$ cat config.mk
export PLATFORM = sky130hd
export DESIGN_NAME = qrs_beat_detector_core
export DESIGN_NICKNAME = d
export VERILOG_FILES = /design/src/rtl/qrs_pkg.sv /design/src/rtl/qrs_feature.sv /design/src/rtl/qrs_detect.sv /design/src/rtl/qrs_beat_detector_core.sv
export SDC_FILE = /design/constraint.sdc
export NUM_CORES = 1
export LEC_CHECK = 0
export ABC_CLOCK_PERIOD_IN_PS = 24800
export BUFFER_PORTS_ARGS = -buffer_cell sky130_fd_sc_hd__buf_2
export CAP_MARGIN = 20
export CORE_MARGIN = 4
export CORE_UTILIZATION = 65
export DETAILED_ROUTE_END_ITERATION = 12
export PLACE_DENSITY = 0.85
export REMOVE_ABC_BUFFERS = 1
export SLEW_MARGIN = 10
export SYNTH_ARGS = -nofsm -noshare
export SYNTH_HDL_FRONTEND = slang
export SYNTH_HIERARCHICAL = 1
export SYNTH_SLANG_ARGS = --single-unit
export TNS_END_PERCENT = 10
$ cat constraint.sdc
create_clock -name clk -period 24.8 [get_ports clk]
set_clock_uncertainty 0.15 [all_clocks]
set_input_delay 4.96 -clock clk [delete_from_list [all_inputs] [get_ports clk]]
set_output_delay 4.96 -clock clk [all_outputs]
set_load 0.03 [all_outputs]
$ cat src/rtl/qrs_pkg.sv
// Shared types and constants for the QRS beat detector.
// No dependencies; imported by every module of the block.
package qrs_pkg;

  localparam int FEAT_BITS = 15;
  localparam int WARM_BITS = 16;
  localparam int RUN_BITS  = 8;
  localparam int CFG_BITS  = 16;

  localparam logic [FEAT_BITS-1:0] FEATURE_MAX = {FEAT_BITS{1'b1}};
  localparam logic [WARM_BITS-1:0] WARM_TOP    = {WARM_BITS{1'b1}};

  // Configuration register indexes
  typedef enum logic [0:0] {
    REG_WARMUP = 1'b0,
    REG_RUN    = 1'b1
  } cfg_reg_t;

  // Per-word detection status handed from the detector to the output stage
  typedef struct packed {
    logic beat;
    logic warming;
  } det_status_t;

endpackage

$ cat src/rtl/qrs_feature.sv
// Sample window and Ahlstrom-Tompkins feature for the QRS beat detector.
// Depends on qrs_pkg.
module qrs_feature import qrs_pkg::*; #(
  parameter int SAMPLE_BITS = 12
) (
  input  logic                          clk,
  input  logic                          rst,
  input  logic                          step,
  input  logic signed [SAMPLE_BITS-1:0] sample,
  output logic [FEAT_BITS-1:0]          feat
);

  localparam int DW   = SAMPLE_BITS + 1;
  localparam int EW   = SAMPLE_BITS + 2;
  localparam int SUMW = SAMPLE_BITS + 3;
  localparam int CMPW = (SUMW > FEAT_BITS) ? SUMW : FEAT_BITS + 1;

  logic signed [SAMPLE_BITS-1:0] win [4];

  logic signed [DW-1:0] d20, d31, d42;
  logic [DW-1:0]        a20, a31, a42;
  logic signed [EW-1:0] sd;
  logic [EW-1:0]        asd;
  logic [SUMW-1:0]      sum;
  logic [CMPW-1:0]      sum_ext;

  // First differences centered on the three inner taps
  assign d20 = DW'(win[2]) - DW'(win[0]);
  assign d31 = DW'(win[3]) - DW'(win[1]);
  assign d42 = DW'(sample) - DW'(win[2]);
  assign a20 = d20[DW-1] ? DW'(-d20) : DW'(d20);
  assign a31 = d31[DW-1] ? DW'(-d31) : DW'(d31);
  assign a42 = d42[DW-1] ? DW'(-d42) : DW'(d42);

  // Second difference around the middle tap
  assign sd  = EW'(win[0]) - (EW'(win[2]) <<< 1) + EW'(sample);
  assign asd = sd[EW-1] ? EW'(-sd) : EW'(sd);

  assign sum = SUMW'(a20) + (SUMW'(a31) << 1) + SUMW'(a42) + SUMW'(asd);
  assign sum_ext = CMPW'(sum);
  assign feat = (sum_ext > CMPW'(FEATURE_MAX)) ? FEATURE_MAX : FEAT_BITS'(sum_ext);

  // Shift the window by one tap per accepted word
  always_ff @(posedge clk) begin
    if (rst) begin
      for (int i = 0; i < 4; i++) win[i] <= '0;
    end else if (step) begin
      for (int i = 0; i < 3; i++) win[i] <= win[i+1];
      win[3] <= sample;
    end
  end

endmodule

$ cat src/rtl/qrs_detect.sv
// Running maximum, warm-up, arming and beat counting for the QRS detector.
// Depends on qrs_pkg; also holds the two configuration registers.
module qrs_detect import qrs_pkg::*; #(
  parameter int COUNT_BITS = 16
) (
  input  logic                  clk,
  input  logic                  rst,
  input  logic                  cfg_write,
  input  logic [0:0]            cfg_index,
  input  logic [CFG_BITS-1:0]   cfg_data,
  input  logic                  step,
  input  logic [FEAT_BITS-1:0]  feat,
  output logic [COUNT_BITS-1:0] beats_next,
  output det_status_t           status
);

  logic [WARM_BITS-1:0]  warmup_samples;
  logic [RUN_BITS-1:0]   run_length;
  logic [FEAT_BITS-1:0]  max_feature, max_feature_next;
  logic [WARM_BITS-1:0]  warmup_count, warmup_count_next;
  logic [RUN_BITS-1:0]   run_count, run_count_next;
  logic                  armed, armed_next;
  logic [COUNT_BITS-1:0] beats;

  logic [FEAT_BITS+2:0]  f5;
  logic [FEAT_BITS+3:0]  f10;
  logic [FEAT_BITS+2:0]  m4;
  logic [RUN_BITS-1:0]   need;
  logic                  warming;

  always_ff @(posedge clk) begin
    if (rst) begin
      warmup_samples <= WARM_BITS'(255);
      run_length     <= RUN_BITS'(5);
    end else if (cfg_write) begin
      unique case (cfg_reg_t'(cfg_index))
        REG_WARMUP: warmup_samples <= cfg_data[WARM_BITS-1:0];
        REG_RUN:    run_length     <= cfg_data[RUN_BITS-1:0];
        default:    ;
      endcase
    end
  end

  assign f5   = (FEAT_BITS+3)'(feat) + ((FEAT_BITS+3)'(feat) << 2);
  assign f10  = (FEAT_BITS+4)'(f5) << 1;
  assign need = (run_length == '0) ? RUN_BITS'(1) : run_length;

  always_comb begin
    max_feature_next  = (feat > max_feature) ? feat : max_feature;
    m4                = (FEAT_BITS+3)'(max_feature_next) << 2;
    warming           = warmup_count <= warmup_samples;
    warmup_count_next = warmup_count;
    run_count_next    = run_count;
    armed_next        = armed;
    beats_next        = beats;
    status.beat       = 1'b0;
    status.warming    = warming;
    if (warming) begin
      if (warmup_count != WARM_TOP) warmup_count_next = warmup_count + 1'b1;
    end else begin
      // High threshold arms; low threshold extends the run or disarms
      if (f5 >= m4) armed_next = 1'b1;
      if (f10 >= (FEAT_BITS+4)'(max_feature_next) && armed_next) begin
        run_count_next = run_count + 1'b1;
      end else begin
        run_count_next = '0;
        armed_next     = 1'b0;
      end
      if (run_count_next == need) begin
        beats_next     = beats + 1'b1;
        run_count_next = '0;
        armed_next     = 1'b0;
        status.beat    = 1'b1;
      end
    end
  end

  always_ff @(posedge clk) begin
    if (rst) begin
      max_feature  <= '0;
      warmup_count <= '0;
      run_count    <= '0;
      armed        <= 1'b0;
      beats        <= '0;
    end else if (step) begin
      max_feature  <= max_feature_next;
      warmup_count <= warmup_count_next;
      run_count    <= run_count_next;
      armed        <= armed_next;
      beats        <= beats_next;
    end
  end

endmodule

$ cat src/rtl/qrs_beat_detector_core.sv
// Top level of the QRS beat detector: input register, feature and detector
// stage, output register. Depends on qrs_pkg, qrs_feature and qrs_detect.
//
// One ECG sample word in, one result word out, in order. The block takes a
// new word every clock cycle as long as the output side keeps up; each
// word waits in the input register and its result in the output register.
// The rate is set by the step between the input register and the output
// register, where the feature sum, the threshold compares and the beat
// state update all complete for one word. The output register holds a
// finished word while the input register takes the next one, so a stall
// on the output backs up one word deep before in_ready drops. Warm-up
// tracks only the running maximum for warmup_samples + 1 words after
// reset; afterwards a word reaching 0.8 of the maximum arms the detector
// and run_length consecutive words at or above 0.1 of it count one beat.
// Configuration writes take effect at once and belong in idle periods.
module qrs_beat_detector_core import qrs_pkg::*; #(
  parameter int SAMPLE_BITS = 12,
  parameter int COUNT_BITS  = 16
) (
  input  logic                          clk,
  input  logic                          rst,
  input  logic                          cfg_write,
  input  logic [0:0]                    cfg_index,
  input  logic [CFG_BITS-1:0]           cfg_data,
  input  logic                          in_valid,
  output logic                          in_ready,
  input  logic signed [SAMPLE_BITS-1:0] sample,
  output logic                          out_valid,
  input  logic                          out_ready,
  output logic [FEAT_BITS-1:0]          feature,
  output logic                          beat,
  output logic [COUNT_BITS-1:0]         beat_count,
  output logic                          warming_up
);

  logic                          s1_valid;
  logic signed [SAMPLE_BITS-1:0] s1_sample;
  logic                          advance;
  logic                          step;
  logic [FEAT_BITS-1:0]          feat;
  logic [COUNT_BITS-1:0]         beats_next;
  det_status_t                   status;

  // Advance when the output register is empty or being drained
  assign advance  = !out_valid || out_ready;
  assign step     = s1_valid && advance;
  assign in_ready = !s1_valid || advance;

  // Input register
  always_ff @(posedge clk) begin
    if (rst) begin
      s1_valid <= 1'b0;
    end else if (in_ready) begin
      s1_valid <= in_valid;
    end
  end

  always_ff @(posedge clk) begin
    if (in_valid && in_ready) s1_sample <= sample;
  end

  qrs_feature #(
    .SAMPLE_BITS(SAMPLE_BITS)
  ) u_feature (
    .clk    (clk),
    .rst    (rst),
    .step   (step),
    .sample (s1_sample),
    .feat   (feat)
  );

  qrs_detect #(
    .COUNT_BITS(COUNT_BITS)
  ) u_detect (
    .clk        (clk),
    .rst        (rst),
    .cfg_write  (cfg_write),
    .cfg_index  (cfg_index),
    .cfg_data   (cfg_data),
    .step       (step),
    .feat       (feat),
    .beats_next (beats_next),
    .status     (status)
  );

  // Output register: hold the word until the consumer takes it
  always_ff @(posedge clk) begin
    if (rst) begin
      out_valid <= 1'b0;
    end else if (advance) begin
      out_valid <= s1_valid;
    end
  end

  always_ff @(posedge clk) begin
    if (step) begin
      feature    <= feat;
      beat       <= status.beat;
      beat_count <= beats_next;
      warming_up <= status.warming;
    end
  end

endmodule

* Yosys cells after proc, flatten, opt, wreduce, memory -nomap -nowiden
Memory sizes are Yosys's and may differ from the RTL's.
Index checks and enable logic that the tools add are counted.
** Word-level totals
- Flip-flop bits (word level) :: 127
- RAM bits :: 48
- Word-level logic and storage cells :: 82
- Memories kept :: 1
** Memory list
- u_feature.win :: depth 4, width 12, read ports 4, clocked after memory_dff 0, wr ports 4, line qrs_feature.sv:18 : logic signed [SAMPLE_BITS-1:0] win [4];
** Cells by class
- Add/sub/neg operators :: 16
- Magnitude comparators :: 5
- Equality and inequality tests :: 2
- Mux-type cells :: 26
- Bitwise operators :: 6
- Reduce and logical (&&, ||, !) cells :: 12
** Operators by type and width (count)
- 2-to-1 mux 12 bit :: 4
- 2-to-1 mux 13 bit :: 3
- negation 13 bit :: 3
- subtractor 12 x 12 -> 13 bit :: 3
- adder 16 x 1 -> 16 bit (second input constant) :: 2
- 2-to-1 mux 16 bit :: 2
- 2-to-1 mux 8 bit :: 4
- 2-to-1 mux 15 bit :: 2
- >= comparator 19 x 15 -> 1 bit :: 1
- adder 15 x 17 -> 18 bit :: 1
- >= comparator 18 x 17 -> 1 bit :: 1
- <= comparator 16 bit :: 1
- inequality test 16 bit (second input constant) :: 1
- adder 13 x 14 -> 15 bit :: 1
- adder 15 x 13 -> 15 bit :: 1
- adder 15 x 14 -> 15 bit :: 1
- greater-than comparator 15 bit :: 1
- greater-than comparator 15 bit (second input constant) :: 1
- adder 14 x 12 -> 14 bit :: 1
- 2-to-1 mux 14 bit :: 1
- negation 14 bit :: 1
- subtractor 12 x 13 -> 14 bit :: 1
- 2-to-1 mux 1 bit :: 10
- adder 8 x 1 -> 8 bit (second input constant) :: 1
- 9 further kinds :: 19

* Longest topological paths before layout
Gate-level depths: netlist (run 1).
An unclocked memory read counts as a cell.
- Depth in word-level cells :: 20
- Depth in mapped cells :: 46
- Depth with buffers taken out :: 42

* Cells and area by module
The synthesis (run 1) kept the hierarchy.
** By module, submodules not included
- qrs_feature :: times used 1, cells an instance 775, area an instance 6650.1 um^2, sequential area each 1441.4 um^2
- qrs_detect :: times used 1, cells an instance 785, area an instance 6237.2 um^2, sequential area each 1601.5 um^2
- qrs_beat_detector_core :: times used 1, cells an instance 55, area an instance 1455.1 um^2, sequential area each 1391.3 um^2

* Worst setup path after synthesis (run 1)
No wires, ideal clock.
- Kind :: input to output
- Start point :: input out_ready
- End point :: output in_ready
- Arrival :: 5.164 ns
- Data required time :: 19.690 ns
- Path slack :: 14.526 ns
- Cell stages on the path :: 1
- Path buffers :: 0
- Cell sequence :: nand3b_4
** On the way
- Word-level cells in the longest chain between the ends :: 2
** RTL lines
- start, declared :: line qrs_beat_detector_core.sv:29 : input logic out_ready,
- logical OR 1 bit :: line qrs_beat_detector_core.sv:45 : assign advance = !out_valid || out_ready;
- logical OR 1 bit :: line qrs_beat_detector_core.sv:47 : assign in_ready = !s1_valid || advance;
- end, declared :: line qrs_beat_detector_core.sv:26 : output logic in_ready,
No other way between the ends.

==> results of run 1 <==
stage by stage:
stage	cell area [um^2]	cells	setup slack [ns]	hold slack (ns)	utilization
5_1_grt	15500	1951	12.24	0.337	0.711
3_3_place_gp	14900	1918	13.53	0.295	0.683
6_report	15500	1951	12.98	0.310	0.711
2_1_floorplan	14100	1563	13.77	0.280	-
4_1_cts	15500	1950	13.12	0.313	0.710
3_5_place_dp	14900	1918	13.16	0.302	0.683
layout by cell type, fill, tap and decap left out, drive strengths merged, types with 6 or more instances in the layout:
cell      n
ha      139
nor4b     7
mux2      8
a21oi   126
and3     19
nand4    26
dfxtp    82
o31ai    13
a31oi    15
o41ai     6
nor2b    23
xor2     61
o21ai    40
nand3b    6
fa       43
nor2    133
and2     57
nand2    92
nand3    42
xnor2    81
or3      11
o211ai   11
or4      14
inv     199
o21a     21
a21o     28
a211oi   25
edfxtp   93
nor3     33
nor4     19
buf      76
nand2b   12
clkbuf   17
or2      11
a211o    13
clkinv    6
final cells by class:
class / instances / area [um^2] / area share
Multi-Input combinational cell: 1197 / 8970 / 0.580
Sequential cell: 175 / 4430 / 0.287
Inverter: 191 / 717 / 0.0463
Clock inverter: 15 / 163 / 0.0105
Timing Repair Buffer: 76 / 413 / 0.0267
Clock buffer: 17 / 425 / 0.0275
Tap cell: 280 / 350 / 0.0226
worst max-delay path, delay by kind of cell, from the launching register on:
kind,cells,cell delay [ns]
AOI/OAI and AO/OA,21,5.37
adders and majority gates,8,2.92
and+or+nand+nor,7,1.06
xor gates and xnor gates,2,0.80
buffers and inverters,4,0.49
DFF,1,0.41
muxes,1,0.34
worst paths after layout:
path	from	endpoint	slack (ns)	cells past startpoint
max	u_feature/win[0][24]$_SDFFCE_PN0P_	beat_count[1]$_DFFE_PP_	12.98	43
min	u_detect/warmup_samples[14]$_SDFFE_PP0P_	u_detect/warmup_samples[14]$_SDFFE_PP0P_	0.31	2
max reg2reg	u_feature/win[0][24]$_SDFFCE_PN0P_	beat_count[1]$_DFFE_PP_	12.98	43
min reg2reg	u_detect/warmup_samples[14]$_SDFFE_PP0P_	u_detect/warmup_samples[14]$_SDFFE_PP0P_	0.31	2
cells by family after synthesis:
| family | after synthesis | synth area share |
|---|---|---|
| AND/OR/NAND/NOR | 522 | 0.191 |
| AO/OA/AOI/OAI | 338 | 0.156 |
| buffers and inverters | 243 | 0.0659 |
| adder cells (fa/ha/maj) | 183 | 0.182 |
| flip-flops | 175 | 0.309 |
| XOR/XNOR | 142 | 0.0867 |
| multiplexers | 12 | 0.00907 |
routing by layer:
metal	vias to the layer above	track usage	wire, um
met1	5621	0.333	14000
li1	5761	-	-
met5	-	0	0
met2	329	0.460	16100
met4	0	0.0744	529
met3	46	0.0360	1390
sequential cells by signal, indices dropped and copies added, names as in the netlist:
register / count
u_feature/win: 48
beat_count: 16
u_detect/beats: 16
u_detect/warmup_count: 16
u_detect/warmup_samples: 16
feature: 15
u_detect/max_feature: 15
s1_sample: 12
u_detect/run_count: 8
u_detect/run_length: 8
beat: 1
out_valid: 1
s1_valid: 1
u_detect/armed: 1
warming_up: 1
==> key figures, run 1 <==
Floorplan
  • Die W: ~160 um
  • Starting Density: 0.659
  • Die ar.: between 20,000 and 25,000 um^2
  • Ports: 69
  • Die Y: 157 um
  • Std-Cell Rows: 54
  • Core Footprint: between 20,000 and 25,000 um^2

Place
  • I/O Buffers: 68
  • GPL Wtd Cong: ~0.9
  • Final HPWL DP: 24.1 mm

Critical path
  • Most frequent CP cell: a21oi_1
  • Arr. time, crit path: around 12 ns
  • CP peak stage delay: between 0.7 and 0.8 ns
  • CP max FO: 32
  • Crit end category: flop
  • Critical Path Slowest Stage Cell: o211ai_4
  • Startpoint Class: flop
  • Crit Path Category: reg2reg
  • Worst EP required: around 25 ns

Route
  • Drt initial violations: 814
  • Final ANT Viol Nets: 0
  • DRT Wirelength: ~32 mm
  • Vias per Instance: ~6.0
  • Initial DRT Pass Iterations: 6
  • # DRC: 0
  • Vias: ~12,000
  • Avg WL per Cell: 16.4 um

Clock network
  • CTS tree: yes
  • Post-CTS setup buffer count: 0
  • Clk slew on worst S/H paths: about 0.07 ns
  • Worst skew pair latency: 0.44 ns
  • Num CTS Buffers: 17
  • Max H-tree Level: 4
  • Clock root cell: clkbuf_16
  • Sink Count: roughly 180
  • Max Root-Sink Buffers: 2
  • Hold buffers post-CTS: 0
  • Post-cts sizing count: 0

Job
  • MaxCap Viol Count: 0

Run status
  • Status: finished, final reports clean

Yosys
  • Synth cell types: 88
  • Top-count cell post-synth: inv_1
  • Number of flops mapped to enable cells by yosys: 93
  • Ranking of synthesized cells by area: edfxtp_1 (19%), ha_1 (12%), dfxtp_1 (11%)
  • Synth top area share: 0.195
  • Synth warn: 6
  • Synthesized cell area: about 14,000 um^2
  • Seq/Total Area, Yosys: 0.309
  • Synth cell count leaders: inv_1 (191), ha_1 (139), nor2_1 (133)
  • Top cell type by total area after synthesis: edfxtp_1
  • Ys flop type: edfxtp_1
  • Yosys reg bits: between 150 and 200
  • Ys async rst share: 0
  • Mean Syn Cell Area: slightly below 9 um^2
  • Cells after Synth: 1,615

Final layout
  • Synth-to-Final Area Change: 7.88%
  • # diodes: 0
  • Fillers: between 1,500 and 2,000
  • Nets: about 1,900
  • Layout cells sized above 1: 0.0892

STA
  • Final setup viols: 0
  • Minimum clock period after layout: between 10 and 15 ns
  • Hold Vio Cnt, Final: 0
  • Max-slew violation count: 0
  • Final period utilization: 0.477
  • Unrepaired setup endpoints after global routing: false
  • Setup_tns: 0 ns
  • Pin slew with the least headroom to its limit: between 0.9 and 1 ns
  • Fmax: ~85 MHz
  • Worst slew margin: 0.358

GRT
  • GRT overflow: 0
  • Largest net degree at the start of global routing: 91
  • Tot GR Track Use: 0.260
  • Initial antenna violation count: 0
  • Global-route wire length before repair: approximately 53 mm
  • Vias in the first global route: between 10,000 and 15,000

Worst hold path
  • Worst hold path class: reg2reg
Power of run 1 is not shown: default switching activity piles up to over one toggle a cycle in this logic, so the estimate is an artifact.
==> run 2, diff against run 1 <==
--- a/config.mk
+++ b/config.mk
@@ -5,13 +5,13 @@
 export SDC_FILE = /design/constraint.sdc
 export NUM_CORES = 1
 export LEC_CHECK = 0
-export ABC_CLOCK_PERIOD_IN_PS = 24800
+export ABC_CLOCK_PERIOD_IN_PS = 10250
 export BUFFER_PORTS_ARGS = -buffer_cell sky130_fd_sc_hd__buf_2
 export CAP_MARGIN = 20
 export CORE_MARGIN = 4
-export CORE_UTILIZATION = 65
+export CORE_UTILIZATION = 57
 export DETAILED_ROUTE_END_ITERATION = 12
-export PLACE_DENSITY = 0.85
+export PLACE_DENSITY = 0.79
 export REMOVE_ABC_BUFFERS = 1
 export SLEW_MARGIN = 10
 export SYNTH_ARGS = -nofsm -noshare
==> constraint.sdc (replaced) <==
create_clock -name clk -period 10.25 [get_ports clk]
set_clock_uncertainty 0.15 [all_clocks]
set_input_delay 2.05 -clock clk [delete_from_list [all_inputs] [get_ports clk]]
set_output_delay 2.05 -clock clk [all_outputs]
set_load 0.03 [all_outputs]
==> key figures, run 2 (synthesis gave the netlist of run 1 again) <==
Critical path
  • Startpoint Class: flop
  • Most frequent CP cell: buf_4
  • RR Endpoint: beat_count[1]$_DFFE_PP_
  • RR Startpoint: s1_sample[0]$_DFFE_PP_
  • Crit Path Category: reg2reg
  • Worst R2R Setup Slack: 0.38 ns (-12.60 ns)
  • Critical Path Slowest Stage Cell: or4_4
  • CP max FO: 12 (-63%)
  • Worst EP required: 10.28 ns (-14.55 ns)
  • Crit end category: flop
  • Arr. time, crit path: 9.90 ns (-1.95 ns)
  • Register-to-Register Path Depth: 46 (+7.0%)
  • CP peak stage delay: 0.60 ns (-0.13 ns)

Worst hold path
  • Hold depth: 2 (unchanged)
  • Hold path endpoint: u_detect/warmup_samples[14]$_SDFFE_PP0P_
  • Worst hold start: u_detect/warmup_samples[14]$_SDFFE_PP0P_
  • Worst hold path class: reg2reg

STA
  • Fmax: 101 MHz (+20%)
  • Hold Vio Cnt, Final: 0 (unchanged)
  • Setup_tns: 0 ns (unchanged)
  • Minimum clock period after layout: 9.87 ns (-1.95 ns)
  • Max-slew violation count: 0 (unchanged)
  • Pin slew with the least headroom to its limit: 0.863 ns (-0.0999 ns)
  • Final period utilization: 0.963 (+0.486)
  • Worst slew margin: 0.425 (+0.0666)
  • Final setup viols: 0 (unchanged)

Clock network
  • Max Root-Sink Buffers: 2 (unchanged)
  • Clk slew on worst S/H paths: 0.08 ns (about the same)
  • Clock root cell: clkbuf_16
  • Max H-tree Level: 4 (unchanged)
  • Sink Count: 175 (unchanged)
  • Num CTS Buffers: 17 (unchanged)
  • CTS tree: yes
  • Worst skew pair latency: 0.45 ns (about the same)

Route
  • Initial DRT Pass Iterations: 6 (unchanged)
  • DRT Wirelength: 34.3 mm (+7.0%)
  • Final ANT Viol Nets: 0 (unchanged)
  • Drt initial violations: 972 (+19%)
  • Vias per Instance: 5.92 (-1.7%)
  • Avg WL per Cell: 16.9 um (+3.0%)
  • # DRC: 0 (unchanged)
  • Vias: 12,000 (+2.1%)

Final layout
  • Commonest non-fill, non-tap cell in the layout: inv_1
  • Commonest non-fill, non-tap cells in the layout: inv_1 (191), ha_1 (137), nor2_1 (130), a21oi_1 (108), edfxtp_1 (93)
  • Layout cells sized above 1: 0.127 (+0.0383)
  • Register area: 4430 um^2 (unchanged)
  • Fillers: 2,009 (+23%)
  • Register bank with the most flops: u_feature/win
  • Nets: 1,906 (+1.7%)
  • Max reg flops: 48 (unchanged)
  • Synth-to-Final Area Change: 11.4%
  • Multi-input gate area: 9130 um^2 (+1.7%)
  • # diodes: 0 (unchanged)

Job
  • MaxCap Viol Count: 0 (unchanged)

Place
  • I/O Buffers: 68 (unchanged)
  • Final HPWL DP: 25.2 mm (+4.3%)
  • GPL Wtd Cong: 0.912 (-0.60%)

GRT
  • Largest net degree at the start of global routing: 83 (-8.8%)
  • Global-route wire length before repair: 56.1 mm (+6.6%)
  • Tot GR Track Use: 0.241 (-0.0195)
  • GRT overflow: 0 (unchanged)
  • Initial antenna violation count: 0 (unchanged)
  • Vias in the first global route: 11,500 (+1.3%)

Floorplan
  • Std-Cell Rows: 57 (+5.6%)
  • Ports: 69 (unchanged)
  • Die W: 167 um (+6.4%)
  • Core Footprint: 24,500 um^2 (+13%)
  • Die ar.: 27,800 um^2 (+13%)
  • Starting Density: 0.585 (-0.0746)
  • Die Y: 167 um (+6.4%)

Run status
  • Status: finished, final reports clean
## run 2: changes by cell type in the layout (fill, tap and decap cells not counted), moves of 3 or more
cell / delta
clkinv_8: +4
a21oi_2: +15
inv_12: +3
a21oi_1: -15
a211oi_1: -3
inv_8: -4
nor2_1: -3
o21ai_0: -3
buf_6: +3
buf_4: +28
nor2_2: +3
a211oi_2: +3
## run 2: worst max-delay path by stage
| stage | from | endpoint | cells after the start |
|---|---|---|---|
| CTS | s1_sample[0]$_DFFE_PP_ | beat_count[1]$_DFFE_PP_ | 44 |
| finish | s1_sample[0]$_DFFE_PP_ | beat_count[1]$_DFFE_PP_ | 46 |
| global route | s1_sample[0]$_DFFE_PP_ | beat_count[1]$_DFFE_PP_ | 45 |
| global placement | u_feature/win[0][24]$_SDFFCE_PN0P_ | beat_count[15]$_DFFE_PP_ | 43 |
| detailed placement | u_feature/win[0][24]$_SDFFCE_PN0P_ | beat_count[1]$_DFFE_PP_ | 43 |
| floorplan | u_feature/win[0][24]$_SDFFCE_PN0P_ | beat_count[1]$_DFFE_PP_ | 41 |
## run 2: metal layers
metal	wire, um	global-route usage	vias up	share of wire
li1	-	-	5823	-
met1	15400	0.322	5742	0.45
met2	16600	0.412	372	0.48
met4	814	0.0697	0	0.024
met5	0	0	-	0
met3	1570	0.0292	69	0.046
## run 2: worst max-delay path, delay by kind of cell, from the launching register on
family	cells	cell delay, ns
AOI/OAI and AO/OA	17	2.84
and+or+nand+nor	10	2.06
buffers and inverters	8	0.97
muxes	1	0.32
DFF	1	0.42
xor gates and xnor gates	2	0.25
adders and majority gates	8	2.60
## run 2: metrics by stage
| step | utilization | instance area, um^2 | setup slack, ns | hold WS [ns] | cells |
|---|---|---|---|---|---|
| after floorplan | - | 14100 | -0.778 | 0.280 | 1563 |
| after global placement | 0.613 | 15000 | 0.153 | 0.296 | 1977 |
| after detailed placement | 0.613 | 15000 | -0.0458 | 0.299 | 1977 |
| after CTS | 0.640 | 15700 | 0.0712 | 0.310 | 2010 |
| after global routing | 0.651 | 16000 | -0.0631 | 0.335 | 2027 |
| final | 0.651 | 16000 | 0.383 | 0.308 | 2027 |
## run 2: what timing repair did
| item | in CTS | in global routing |
|---|---|---|
| setup buffers | 1 | 16 |
| pin swaps | 1 | 13 |
| resized for setup | 6 | 38 |
| cloned | 0 | 1 |
| setup endpoints to repair | 36 | 42 |
| hold buffers | 0 | 0 |
## run 2: layout make-up
class | count | share of cell area
clock inverter | 15 | 0.0129
sequential | 175 | 0.278
clock buffer | 17 | 0.0266
timing repair buffer | 108 | 0.0414
multi-input combinational | 1197 | 0.571
inverter | 191 | 0.0449
tap | 324 | 0.0254
Power of run 2 is left out for the same reason.
==> run 3, diff against run 2 <==
--- a/config.mk
+++ b/config.mk
@@ -6,11 +6,10 @@
 export NUM_CORES = 1
 export LEC_CHECK = 0
 export ABC_CLOCK_PERIOD_IN_PS = 10250
-export BUFFER_PORTS_ARGS = -buffer_cell sky130_fd_sc_hd__buf_2
 export CAP_MARGIN = 20
-export CORE_MARGIN = 4
-export CORE_UTILIZATION = 57
+export CORE_UTILIZATION = 59
 export DETAILED_ROUTE_END_ITERATION = 12
+export DONT_BUFFER_PORTS = 1
 export PLACE_DENSITY = 0.79
 export REMOVE_ABC_BUFFERS = 1
 export SLEW_MARGIN = 10
==> key figures, run 3 (synthesis gave the netlist of run 1 again) <==
Route
  • Drt initial violations: 787 (-19%)
  • DRT Wirelength: 32.4 mm (-5.6%)
  • # DRC: 0 (unchanged)
  • Avg WL per Cell: 16.5 um (-2.3%)
  • Final ANT Viol Nets: 0 (unchanged)
  • Vias: 11,500 (-4.1%)
  • Vias per Instance: 5.87 (-0.87%)
  • Initial DRT Pass Iterations: 5 (-1)

Clock network
  • Max Root-Sink Buffers: 2 (unchanged)
  • Worst skew pair latency: 0.45 ns (about the same)
  • CTS tree: yes
  • Clock root cell: clkbuf_16
  • Sink Count: 175 (unchanged)
  • Num CTS Buffers: 17 (unchanged)
  • Max H-tree Level: 4 (unchanged)
  • Clk slew on worst S/H paths: 0.09 ns (about the same)

GRT
  • Initial antenna violation count: 0 (unchanged)
  • Largest net degree at the start of global routing: 93 (+12%)
  • Tot GR Track Use: 0.266 (+0.0251)
  • Global-route wire length before repair: 52.8 mm (-6.0%)
  • Vias in the first global route: 11,000 (-4.6%)
  • GRT overflow: 0 (unchanged)

Floorplan
  • Ports: 69 (unchanged)
  • Die ar.: 24,900 um^2 (-10%)
  • Std-Cell Rows: 56 (-1.8%)
  • Starting Density: 0.606 (+0.0210)
  • Core Footprint: 23,700 um^2 (-3.5%)
  • Die Y: 158 um (-5.2%)
  • Die W: 158 um (-5.2%)

Place
  • GPL Wtd Cong: 0.995 (+9.2%)
  • Placed cells: 1,913 (-3.2%)
  • I/O Buffers: 0 (-100%)
  • Final HPWL DP: 24.2 mm (-3.9%)

Worst hold path
  • Worst hold path class: reg2reg
  • Hold depth: 2 (unchanged)

Final layout
  • Fillers: 1,921 (-4.4%)
  • Synth-to-Final Area Change: 9.01%
  • Max reg flops: 48 (unchanged)
  • Layout cells sized above 1: 0.0902 (-0.0372)
  • Non-Filler Instances: 1,960 (-3.3%)
  • Register bank with the most flops: u_feature/win
  • # diodes: 0 (unchanged)
  • Commonest non-fill, non-tap cell in the layout: inv_1
  • Commonest non-fill, non-tap cells in the layout: inv_1 (191), ha_1 (136), nor2_1 (131), a21oi_1 (110), edfxtp_1 (93)
  • Nets: 1,844 (-3.3%)

Critical path
  • Crit end category: flop
  • Worst EP required: 10.42 ns (+0.14 ns)
  • Crit Path Category: reg2reg
  • Register-to-Register Path Depth: 45 (-2.2%)
  • Critical Path Slowest Stage Cell: or4_4
  • Most frequent CP cell: a21o_1
  • CP peak stage delay: 0.59 ns (about the same)
  • Startpoint Class: flop
  • Arr. time, crit path: 10.05 ns (+0.15 ns)
  • CP max FO: 12 (unchanged)

STA
  • Final setup viols: 0 (unchanged)
  • Pin slew with the least headroom to its limit: 0.806 ns (-0.0565 ns)
  • Hold Vio Cnt, Final: 0 (unchanged)
  • Max-slew violation count: 0 (unchanged)
  • Final period utilization: 0.964 (+0.00143)
  • Fmax: 101 MHz (-0.15%)
  • Worst slew margin: 0.463 (+0.0376)
  • Minimum clock period after layout: 9.88 ns (+0.0147 ns)

Job
  • MaxCap Viol Count: 0 (unchanged)

Run status
  • Status: finished, final reports clean
==> run 3: cell types whose count changed in the layout (fill, tap and decap cells not counted), sizes merged <==
| cell | before | now |
|---|---|---|
| buf | 108 | 45 |
| inv | 197 | 198 |
| bufinv | 0 | 1 |
| clkbuf | 17 | 18 |
| clkinv | 9 | 7 |
==> run 3: final cells by class <==
cell class	instances	area (um^2)	share of cell area
clock buffer	17	425	0.0272
clock inverter	15	198	0.0126
inverter	191	717	0.0459
multi-input combinational	1197	9100	0.582
sequential	175	4430	0.284
tap	319	399	0.0255
timing repair buffer	46	365	0.0234
==> run 3: critical path, delay by kind of cell, from the launching register on <==
family / cells / cell delay, ns
buffers and inverters: 6 / 0.72
AND/OR/NAND/NOR: 9 / 1.93
adder cells (fa/ha/maj): 8 / 2.66
multiplexers: 1 / 0.26
XOR/XNOR: 2 / 0.31
flip-flops: 1 / 0.47
AO/OA/AOI/OAI: 19 / 3.24
==> run 3: worst paths after layout <==
check                                            end  slack [ns]                               startpoint
max               u_detect/run_count[4]$_SDFFE_PP0P_        0.37                   s1_sample[0]$_DFFE_PP_
min          u_detect/warmup_samples[9]$_SDFFE_PP0P_        0.31  u_detect/warmup_samples[9]$_SDFFE_PP0P_
max reg2reg       u_detect/run_count[4]$_SDFFE_PP0P_        0.37                   s1_sample[0]$_DFFE_PP_
min reg2reg  u_detect/warmup_samples[9]$_SDFFE_PP0P_        0.31  u_detect/warmup_samples[9]$_SDFFE_PP0P_
==> run 3: per-stage QoR <==
stage	cell area (um^2)	utilization	TNS (ns)	setup slack, ns	hold WS (ns)
global route	15600	0.660	-0.0755	-0.0344	0.318
finish	15600	0.660	0	0.368	0.307
detailed placement	14800	0.623	-0.330	-0.0463	0.294
global placement	14800	0.623	0	0.189	0.289
floorplan	14100	-	-18.75	-0.778	0.280
CTS	15400	0.650	0	0.0651	0.303
==> run 3: routing by layer <==
layer,GRT usage,routed length (um),vias to the layer above
met5,0,0,-
met4,0.0744,496,0
met3,0.0372,1510,45
met2,0.461,16000,325
met1,0.343,14400,5431
li1,-,-,5707
==> run 3: timing repair <==
action | in CTS | in global routing
setup buffers | 1 | 14
hold buffers | 0 | 0
pin swaps | 1 | 10
gates resized for setup | 1 | 37
endpoints found under the setup margin | 13 | 42
endpoints found under the hold margin | 0 | 0
Power of run 3 is left out for the same reason.
